<file path="src/hdl/skphd_pkg.sv">
package skphd_pkg;

    localparam int KEY_COUNT    = 6;
    localparam int MASK_WIDTH   = 8;
    localparam int THR_WIDTH    = 32;
    localparam int STATUS_WIDTH = 2;
    localparam int CFG_IDX_WIDTH = 3;

    typedef enum logic [1:0]
    {
        PHASE_OFF      = 2'd0,
        PHASE_PRESSED  = 2'd1,
        PHASE_HELD     = 2'd2,
        PHASE_RELEASED = 2'd3
    } key_phase_t;

    typedef enum logic [CFG_IDX_WIDTH-1:0]
    {
        CFG_UP_MASK    = 3'd0,
        CFG_DOWN_MASK  = 3'd1,
        CFG_LEFT_MASK  = 3'd2,
        CFG_RIGHT_MASK = 3'd3,
        CFG_OK_MASK    = 3'd4,
        CFG_BACK_MASK  = 3'd5,
        CFG_HOLD_THR   = 3'd6,
        CFG_REL_THR    = 3'd7
    } cfg_index_t;

    typedef struct packed
    {
        logic [KEY_COUNT-1:0][MASK_WIDTH-1:0] key_mask;
        logic [THR_WIDTH-1:0]                 hold_thr;
        logic [THR_WIDTH-1:0]                 rel_thr;
    } cfg_t;

endpackage

</file>
<file path="src/hdl/skphd_cfg_regs.sv">
module skphd_cfg_regs
(
    input  logic                                 clk,
    input  logic                                 rst_n,
    input  logic                                 cfg_valid,
    input  logic [skphd_pkg::CFG_IDX_WIDTH-1:0]  cfg_index,
    input  logic [skphd_pkg::THR_WIDTH-1:0]      cfg_data,
    output skphd_pkg::cfg_t                      cfg
);

    skphd_pkg::cfg_t cfg_reg;

    always_ff @(posedge clk or negedge rst_n)
    begin
        if (!rst_n)
        begin
            for (int k = 0; k < skphd_pkg::KEY_COUNT; k++)
            begin
                cfg_reg.key_mask[k] <= skphd_pkg::MASK_WIDTH'(1 << k);
            end
            cfg_reg.hold_thr <= skphd_pkg::THR_WIDTH'(500);
            cfg_reg.rel_thr  <= skphd_pkg::THR_WIDTH'(20);
        end
        else if (cfg_valid)
        begin
            case (skphd_pkg::cfg_index_t'(cfg_index))
                skphd_pkg::CFG_UP_MASK:
                    cfg_reg.key_mask[0] <= cfg_data[skphd_pkg::MASK_WIDTH-1:0];
                skphd_pkg::CFG_DOWN_MASK:
                    cfg_reg.key_mask[1] <= cfg_data[skphd_pkg::MASK_WIDTH-1:0];
                skphd_pkg::CFG_LEFT_MASK:
                    cfg_reg.key_mask[2] <= cfg_data[skphd_pkg::MASK_WIDTH-1:0];
                skphd_pkg::CFG_RIGHT_MASK:
                    cfg_reg.key_mask[3] <= cfg_data[skphd_pkg::MASK_WIDTH-1:0];
                skphd_pkg::CFG_OK_MASK:
                    cfg_reg.key_mask[4] <= cfg_data[skphd_pkg::MASK_WIDTH-1:0];
                skphd_pkg::CFG_BACK_MASK:
                    cfg_reg.key_mask[5] <= cfg_data[skphd_pkg::MASK_WIDTH-1:0];
                skphd_pkg::CFG_HOLD_THR:
                    cfg_reg.hold_thr <= cfg_data;
                skphd_pkg::CFG_REL_THR:
                    cfg_reg.rel_thr <= cfg_data;
                default:
                    cfg_reg <= cfg_reg;
            endcase
        end
    end

    assign cfg = cfg_reg;

endmodule

</file>
<file path="src/hdl/skphd_key_fsm.sv">
module skphd_key_fsm
#(
    parameter int TICK_WIDTH = 32
)
(
    input  logic                                clk,
    input  logic                                rst_n,
    input  logic                                step,
    input  logic [skphd_pkg::MASK_WIDTH-1:0]    port_sample,
    input  logic [TICK_WIDTH-1:0]               tick_now,
    input  logic [skphd_pkg::MASK_WIDTH-1:0]    key_mask,
    input  logic [skphd_pkg::THR_WIDTH-1:0]     hold_thr,
    input  logic [skphd_pkg::THR_WIDTH-1:0]     rel_thr,
    output skphd_pkg::key_phase_t               phase
);

    skphd_pkg::key_phase_t phase_reg;
    skphd_pkg::key_phase_t phase_next;
    logic [TICK_WIDTH-1:0] mark_reg;
    logic [TICK_WIDTH-1:0] mark_next;
    logic [TICK_WIDTH-1:0] thr;
    logic [TICK_WIDTH-1:0] limit;
    logic                  key_down;

    assign key_down = ((port_sample & key_mask) == '0);
    // one adder serves both timed phases; the sum wraps at the tick width
    assign thr   = (phase_reg == skphd_pkg::PHASE_PRESSED) ? TICK_WIDTH'(hold_thr)
                                                           : TICK_WIDTH'(rel_thr);
    assign limit = mark_reg + thr;

    always_comb
    begin
        phase_next = phase_reg;
        mark_next  = mark_reg;
        case (phase_reg)
            skphd_pkg::PHASE_OFF:
            begin
                phase_next = key_down ? skphd_pkg::PHASE_PRESSED : skphd_pkg::PHASE_OFF;
                mark_next  = tick_now;
            end
            skphd_pkg::PHASE_PRESSED:
            begin
                if (!key_down)
                begin
                    phase_next = skphd_pkg::PHASE_RELEASED;
                end
                else if (tick_now > limit)
                begin
                    phase_next = skphd_pkg::PHASE_HELD;
                end
            end
            skphd_pkg::PHASE_HELD:
            begin
                phase_next = key_down ? skphd_pkg::PHASE_HELD : skphd_pkg::PHASE_RELEASED;
                mark_next  = tick_now;
            end
            skphd_pkg::PHASE_RELEASED:
            begin
                if (key_down)
                begin
                    phase_next = skphd_pkg::PHASE_PRESSED;
                    mark_next  = tick_now;
                end
                else if (tick_now > limit)
                begin
                    phase_next = skphd_pkg::PHASE_OFF;
                end
            end
            default:
            begin
                phase_next = skphd_pkg::PHASE_OFF;
            end
        endcase
    end

    always_ff @(posedge clk or negedge rst_n)
    begin
        if (!rst_n)
        begin
            phase_reg <= skphd_pkg::PHASE_OFF;
            mark_reg  <= '0;
        end
        else if (step)
        begin
            phase_reg <= phase_next;
            mark_reg  <= mark_next;
        end
    end

    assign phase = phase_reg;

endmodule

</file>
<file path="src/hdl/six_key_press_hold_debouncer.sv">
// Six-key press/hold debouncer.
// Slave stream s_*: one word per port sample, tdata = port_sample (8 bits,
// active low) then tick_now (TICK_WIDTH bits). Master stream m_*: one word
// per sample with the six key states (2 bits each: off, pressed, held,
// released) for up, down, left, right, ok, back, lowest bits first.
// Config channel cfg_*: index 0..5 key masks, 6 hold threshold, 7 release
// threshold; cfg_ready is always high, write only while the block is idle.
// A sample lands in an input register; when the result word can advance, six
// key machines (mask test, one add and compare each) update their phase
// registers, and those registers are the result word. Throughput is one word
// per cycle while m_tready keeps the result word moving.
// When m_tready is low the result word holds and one more sample is taken
// into the input register; after that s_tready drops until the word leaves.
// Reset clears both valid flags, sets all keys to off with zero mark times
// and loads the default masks and thresholds.
module six_key_press_hold_debouncer
#(
    parameter int TICK_WIDTH = 32
)
(
    input  logic                                 clk,
    input  logic                                 rst_n,
    input  logic                                 s_tvalid,
    output logic                                 s_tready,
    // port_sample[7:0], tick_now[TICK_WIDTH+7:8], zero pad to bytes
    input  logic [((skphd_pkg::MASK_WIDTH+TICK_WIDTH+7)/8)*8-1:0] s_tdata,
    output logic                                 m_tvalid,
    input  logic                                 m_tready,
    // up, down, left, right, ok, back status, 2 bits each, then 4 pad bits
    output logic [15:0]                          m_tdata,
    input  logic                                 cfg_valid,
    output logic                                 cfg_ready,
    input  logic [skphd_pkg::CFG_IDX_WIDTH-1:0]  cfg_index,
    input  logic [skphd_pkg::THR_WIDTH-1:0]      cfg_data
);

    localparam int OUT_BITS = skphd_pkg::KEY_COUNT * skphd_pkg::STATUS_WIDTH;

    skphd_pkg::cfg_t                          cfg;
    logic                                     in_valid_reg;
    logic [skphd_pkg::MASK_WIDTH-1:0]         port_reg;
    logic [TICK_WIDTH-1:0]                    tick_reg;
    logic                                     out_valid_reg;
    logic                                     advance;
    logic                                     step;
    skphd_pkg::key_phase_t                    phase [skphd_pkg::KEY_COUNT];

    assign cfg_ready = 1'b1;

    skphd_cfg_regs u_cfg
    (
        .clk       (clk),
        .rst_n     (rst_n),
        .cfg_valid (cfg_valid),
        .cfg_index (cfg_index),
        .cfg_data  (cfg_data),
        .cfg       (cfg)
    );

    assign advance  = !out_valid_reg || m_tready;
    assign step     = in_valid_reg && advance;
    assign s_tready = !in_valid_reg || advance;

    always_ff @(posedge clk or negedge rst_n)
    begin
        if (!rst_n)
        begin
            in_valid_reg  <= 1'b0;
            out_valid_reg <= 1'b0;
        end
        else
        begin
            if (s_tready)
            begin
                in_valid_reg <= s_tvalid;
            end
            if (advance)
            begin
                out_valid_reg <= in_valid_reg;
            end
        end
    end

    always_ff @(posedge clk)
    begin
        if (s_tvalid && s_tready)
        begin
            port_reg <= s_tdata[skphd_pkg::MASK_WIDTH-1:0];
            tick_reg <= s_tdata[skphd_pkg::MASK_WIDTH +: TICK_WIDTH];
        end
    end

    for (genvar k = 0; k < skphd_pkg::KEY_COUNT; k++)
    begin : g_key
        skphd_key_fsm #(.TICK_WIDTH(TICK_WIDTH)) u_key
        (
            .clk         (clk),
            .rst_n       (rst_n),
            .step        (step),
            .port_sample (port_reg),
            .tick_now    (tick_reg),
            .key_mask    (cfg.key_mask[k]),
            .hold_thr    (cfg.hold_thr),
            .rel_thr     (cfg.rel_thr),
            .phase       (phase[k])
        );

        assign m_tdata[k*skphd_pkg::STATUS_WIDTH +: skphd_pkg::STATUS_WIDTH] = phase[k];
    end

    assign m_tdata[15:OUT_BITS] = '0;
    assign m_tvalid = out_valid_reg;

`ifndef NO_ASSERTIONS
    // input side only stalls when the result word is stuck
    a_stall_cause: assert property (@(posedge clk) disable iff (!rst_n)
        !s_tready |-> (m_tvalid && !m_tready))
        else $error("s_tready low without a stalled result word");

    // the up key, once released, never jumps straight to held
    a_rel_not_held: assert property (@(posedge clk) disable iff (!rst_n)
        (m_tdata[1:0] == 2'(skphd_pkg::PHASE_RELEASED)) |=>
        (m_tdata[1:0] != 2'(skphd_pkg::PHASE_HELD)))
        else $error("up key went from released to held");

    // the back key, when idle, must pass through pressed first
    a_off_not_held: assert property (@(posedge clk) disable iff (!rst_n)
        (m_tdata[11:10] == 2'(skphd_pkg::PHASE_OFF)) |=>
        (m_tdata[11:10] != 2'(skphd_pkg::PHASE_HELD)))
        else $error("back key went from off to held");
`endif

endmodule
</file>
<file path="config.mk">
export PLATFORM = sky130hd
export DESIGN_NAME = six_key_press_hold_debouncer
export DESIGN_NICKNAME = d
export VERILOG_FILES = /design/src/hdl/skphd_pkg.sv /design/src/hdl/skphd_cfg_regs.sv /design/src/hdl/skphd_key_fsm.sv /design/src/hdl/six_key_press_hold_debouncer.sv
export SDC_FILE = /design/constraint.sdc
export NUM_CORES = 1
export LEC_CHECK = 0
export BUFFER_PORTS_ARGS = -buffer_cell sky130_fd_sc_hd__buf_2
export CORE_MARGIN = 2
export CORE_UTILIZATION = 40
export CTS_CLUSTER_DIAMETER = 200
export DETAILED_ROUTE_END_ITERATION = 12
export PLACE_DENSITY = 0.59
export SLEW_MARGIN = 20
export SYNTH_ARGS = -nofsm -noshare
export SYNTH_HDL_FRONTEND = slang
export SYNTH_HIERARCHICAL = 1
export SYNTH_SLANG_ARGS = --single-unit
</file>
<file path="constraint.sdc">
create_clock -name clk -period 6.25 [get_ports clk]
set_input_delay 0.3125 -clock clk [delete_from_list [all_inputs] [get_ports clk]]
set_output_delay 0.3125 -clock clk [all_outputs]
set_load 0.005 [all_outputs]
</file>
# == Yosys cells after proc, flatten, opt, wreduce, memory -nomap -nowiden ==
# Cells that the tools add are included.
# op_classes
add_sub_neg,6
reduce_logical,51
n_div,0
order_cmp,6
n_mul,0
shifts,0
eq_ne,43
muxes,60
n_bitwise,6
# op_table
op,count
32-bit 2-to-1 mux,12
32-bit case mux with 2 select lines,6
32-bit adder,6
32-bit > comparator,6
8-bit bitwise AND,6
8-bit zero test,6
2-bit 2-to-1 mux,24
2-bit case mux with 4 select lines,6
3-bit AND reduction,12
2-bit equality test (second input constant),12
3-bit by 1-bit inequality test with 1-bit output (second input constant),6
3-bit inequality test (second input constant),6
2-bit AND reduction,8
2-bit by 1-bit equality test with 1-bit output (second input constant),6
3-bit equality test (second input constant),4
2-bit zero test,6
1-bit 2-to-1 mux,12
2-bit by 1-bit inequality test with 1-bit output (second input constant),6
2-bit nonzero test,6
2-bit OR reduction,6
3-bit by 2-bit equality test with 1-bit output (second input constant),2
3-bit by 1-bit equality test with 1-bit output (second input constant),1
3-bit zero test,1
1-bit logical AND,2
2 further kinds,4
# word_totals
word_cells,196
mem_bits_rw,0
n_memories,0
in_bits,80
romBits,0
output_inout_bits,19
latch_bits,0
register_bits,358

# == Logic depth before layout (Yosys ltp) ==
# logic_depth
ltp_word,7
depth_mapped,22
ltp_nobuf,20

# == Cells and area by module ==
# Netlist, hierarchy kept.
# by_module_without_submodules
module,area_per_inst_um2,cells_each,seq_area_each_um2,n_inst
skphd_key_fsm at g_key[2].u_key ...,4033.9,415,850.8,2
skphd_key_fsm at g_key[1].u_key,4380.5,483,850.8,1
skphd_cfg_regs,4247.8,245,2820.2,1
skphd_key_fsm at g_key[5].u_key,4170.2,443,850.8,1
skphd_key_fsm at g_key[0].u_key,4130.2,429,850.8,1
skphd_key_fsm at g_key[4].u_key,4026.4,430,850.8,1
six_key_press_hold_debouncer,1350.0,55,1251.2,1

# == Least setup slack after synthesis ==
# OpenSTA, ideal clock, no wires.
# synth_timing
kind,flip-flop to flip-flop
startpoint,register g_key[4].u_key.phase_reg[1]
endpoint,register g_key[4].u_key.phase_reg[1]
path_slack_ns,1.124
period_less_slack_ns,5.126
required_time_ns,6.125
stages_incl_launch_ff,20
t_arrival_ns,5.002
path_cell_list,dfrtp_1 inv_1 ha_1 clkbuf_1 clkbuf_1 mux2_2 ha_1 and3_4 a221o_2 a311oi_2 o311ai_2 a31oi_1 xnor2_1 ha_1 nand4_1 nor4_1 nand3_1 or2_2 a31o_2 mux2_2
# synth_between
elab_chain_cells,6
# synth_rtl
item,line_no,rtl
from (decl),skphd_key_fsm.sv:17,skphd_pkg::key_phase_t phase_reg;
from (signal assigned),skphd_key_fsm.sv:80,phase_reg <= skphd_pkg::PHASE_OFF;
from (signal assigned),skphd_key_fsm.sv:85,phase_reg <= phase_next;
2-bit by 1-bit equality test with 1-bit output,"skphd_key_fsm.sv:27, skphd_key_fsm.sv:35",
32-bit 2-to-1 mux,skphd_key_fsm.sv:27,assign thr = (phase_reg == skphd_pkg::PHASE_PRESSED) ? TICK_WIDTH'(hold_thr)
32-bit adder,skphd_key_fsm.sv:29,assign limit = mark_reg + thr;
32-bit > comparator,"skphd_key_fsm.sv:47, skphd_key_fsm.sv:64",
3-bit inequality test (no source line) or 3-bit by 1-bit inequality test with 1-bit output (tied branches),--,
3-bit AND reduction (no source line),--,
# Parallel ways exist; a longest one is shown, timed or not.
# A chain may end at the register's enable or synchronous reset.

# == Worst setup path after layout ==
# layout_timing
startpoint,register g_key[2].u_key.phase_reg[1]
endpoint,register g_key[2].u_key.phase_reg[1]
# layout_between
elab_chain_cells,6
# layout_rtl
item,line_no
from (decl),skphd_key_fsm.sv:17
from (signal assigned),skphd_key_fsm.sv:80
from (signal assigned),skphd_key_fsm.sv:85
2-bit by 1-bit equality test with 1-bit output,"skphd_key_fsm.sv:27, skphd_key_fsm.sv:35"
32-bit 2-to-1 mux,skphd_key_fsm.sv:27
32-bit adder,skphd_key_fsm.sv:29
32-bit > comparator,"skphd_key_fsm.sv:47, skphd_key_fsm.sv:64"
3-bit inequality test (no source line) or 3-bit by 1-bit inequality test with 1-bit output (tied branches),--
3-bit AND reduction (no source line),--
# Parallel ways exist; a longest one is shown, timed or not.

==> impl_results.md <==
- RR Startpoint: g_key[2].u_key/phase[1]
- Initial Util: 0.402
- CTS H-Tree Depth: 2
- Bufs on Longest Clock Path: 3
- Post-CTS Setup Inserts: 0
- Worst Path Required: 6.73 ns
- Yosys cell types: 113
- Number of global-route vias before repair: 25200
- Largest register FFs: 192
- Row count: 101
- Pre-Repair DR Iteration Count: 5
- FMAX: 0.166 GHz
- Synth Instances: 2915
- Main synth FF type: dfrtp_1
- Critical path's top delay family: compound AO/OA/AOI/OAI gates
- Post-synth EDFFs: 40
- Syn Area/Cell: 10.4 um^2
- Fin Setup TNS: 0 ns
- Core area: 75600 um^2
- Reg-to-reg endpoint: g_key[2].u_key/phase[1]
- Synthesis-stage register bit count: 358
- Fin nets: 3570
- Clk sinks: 358
- Final period utilization: 0.963
- Vias: 25200
- Die Y: 280 um
- Worst-Margin Slew: 1.08 ns
- Part of the Yosys area used for sequential elements: 0.302
- Routed WL per cell: 26.7 um
- CP Launch Type: flop
- IO Port Bufs: 93
- Hold path depth: 2
- Area of the mapped netlist: 30400 um^2
- Placer Congestion: 0.942
- Layout cells sized above 1: 0.255
- Beginning of the worst hold path: cfg_data[17]
- First-pass GRT wire length: 161000 um
- Final setup viols: 0
- Arrival time worst endpoint: 6.50 ns
- Buf/Inv on CP: 1
- Clk_skew: 0.0197 ns
- RSZ-0062 raised after global routing: no
- Worst R2R Setup Slack: 0.23 ns
- Critical-path cell list: inv_1 -> ha_2 -> mux2_2 -> ha_1 -> fa_1 -> a21oi_2 -> o21ai_1 -> o21a_1 -> a221o_2 -> a21oi_1 -> xor2_1 -> ha_1 -> nand4_1 -> a2111oi_0 -> o41ai_1 -> a31oi_1 -> mux2_2
- Antenna violations before repair: 12
- Max_slew headroom: 0.278
- Worst Setup End Kind: flop
- Cts bufs inserted: 46
- Gr usage total: 0.276
- Async S/R FF share, synth: 0.888
- Chip width: 280 um
- Post-route cell area: 34600 um^2
- Final hold viol count: 0
- Final Max Tran Viols: 0
- Clk Latency, worst-skew pair: 0.59 ns
- Crit path max-delay cell type: a2111oi_0
- Setup CP Type: reg -> reg
- Root Buffer: clkbuf_16
- Area Growth Syn to Fin: 13.8%
- Congestion Overflow GR: 0
- DR vias/cell: 6.15
- Clock transition at the registers of the reported paths: 0.06 ns
- Dpl hpwl: 75800 um
- Final Critical Period: 6.02 ns
- DRC errors left: 0
- CP Max Fanout: 19
- Largest stage delay, worst path: 0.85 ns
- IO Pins: 99
- Worst Hold Path EP: u_cfg/cfg[49]
- Final ANT Viol Nets: 0
- Max-cap violations: 0
- Min-delay worst type: in -> reg
- CTS tree: built
- Initial DRC count: 2286
- Post-DP Area: 32200 um^2
- DIE AREA: 78200 um^2
- WL final: 109000 um
- Outcome: finished, final reports clean
- Worst R2R Path Depth: 17
- CP Depth: 17
- Synth Warn #: 6
- Largest net degree at the start of global routing: 167
worst max-delay path by stage:
stage	start	endpoint	slack, ns
floorplan	g_key[4].u_key/phase[1]	g_key[4].u_key/phase[1]	1.12
global placement	g_key[2].u_key/phase[1]	g_key[2].u_key/phase[1]	0.36
detailed placement	g_key[2].u_key/phase[1]	g_key[2].u_key/phase[1]	0.31
CTS	g_key[2].u_key/phase[1]	g_key[2].u_key/phase[1]	0.28
global route	g_key[2].u_key/phase[1]	g_key[2].u_key/phase[1]	0.02
finish	g_key[2].u_key/phase[1]	g_key[2].u_key/phase[1]	0.23
cell usage in the layout (no fill, tap or decap), types with 21 or more instances in the layout:
master and instances:
nand2_1 126, a211oi_1 26, mux2i_1 26, xor2_1 102, ha_1 396, nor2b_1 31, clkbuf_16 50, o21a_1 21
nand3_1 56, a22oi_1 26, nor3_1 27, mux2_1 30, o21ai_0 86, buf_4 55, nor2_1 96, xnor2_1 79
nand4_1 71, a21o_1 104, a21oi_1 232, dfrtp_1 304, buf_2 92, edfxtp_1 40, dlygate4sd3_1 60, and3_1 28
mux2_2 465, inv_1 73, nand2b_1 22, a31oi_1 23, o211ai_1 23
logic make-up after synthesis:
group | share of synthesized area
fa+ha+maj | 0.170
simple gates | 0.0926
buf+inv | 0.0231
flops | 0.302
mux | 0.193
other cells | 0.000247
xor+xnor | 0.0522
compound gates | 0.168
repair_timing:
item                                    4_1_cts  5_1_grt
hold endpoints to repair                    155        0
hold buffers                                 60        0
endpoints found under the setup margin        0        1
gates resized for setup                       0        1
layout make-up:
type | instances | area, um^2
Fill cell | 7087 | 41000
Multi-Input combinational cell | 2390 | 20600
Sequential cell | 358 | 9180
Timing Repair Buffer | 212 | 1580
Clock buffer | 63 | 1390
Tap cell | 978 | 1220
Clock inverter | 22 | 300
Inverter | 74 | 278
Antenna cell | 6 | 15.0
routing by layer:
metal	track usage	wire length [um]
met5	0	23
met4	0.117	4550
met3	0.0439	7890
met2	0.432	48800
met1	0.378	48100
cells in the mapped netlist, drive strengths merged (25+ instances only):
cell type,count,area (um^2)
a211oi,28,220
nand4,74,490
o211ai,25,198
mux2i,26,260
edfxtp,40,1200
a21oi,247,1290
xnor2,79,692
ha,402,5030
a21o,106,798
nand2,126,473
buf,34,190
dfrtp,304,7610
nor2b,31,194
mux2,496,5590
and3,30,194
a22oi,26,195
clkbuf,62,234
inv,74,278
nand3,56,280
o21ai,109,572
xor2,102,893
nor2,96,360
nor3,28,145
through the flow:
step / utilization / hold slack, ns / instances / worst slack, ns
finish: 0.457 / 0.0347 / 4103 / 0.229
global placement: 0.426 / 0.348 / 3950 / 0.355
global route: 0.457 / 0.0215 / 4097 / 0.0204
floorplan: - / 0.0169 / 2918 / 1.12
CTS: 0.457 / 0.00404 / 4096 / 0.277
detailed placement: 0.426 / 0.369 / 3951 / 0.307
Power is left out: the tool's default activity adds up to more than one toggle a clock period on the data nets, which glitch-free logic cannot reach.
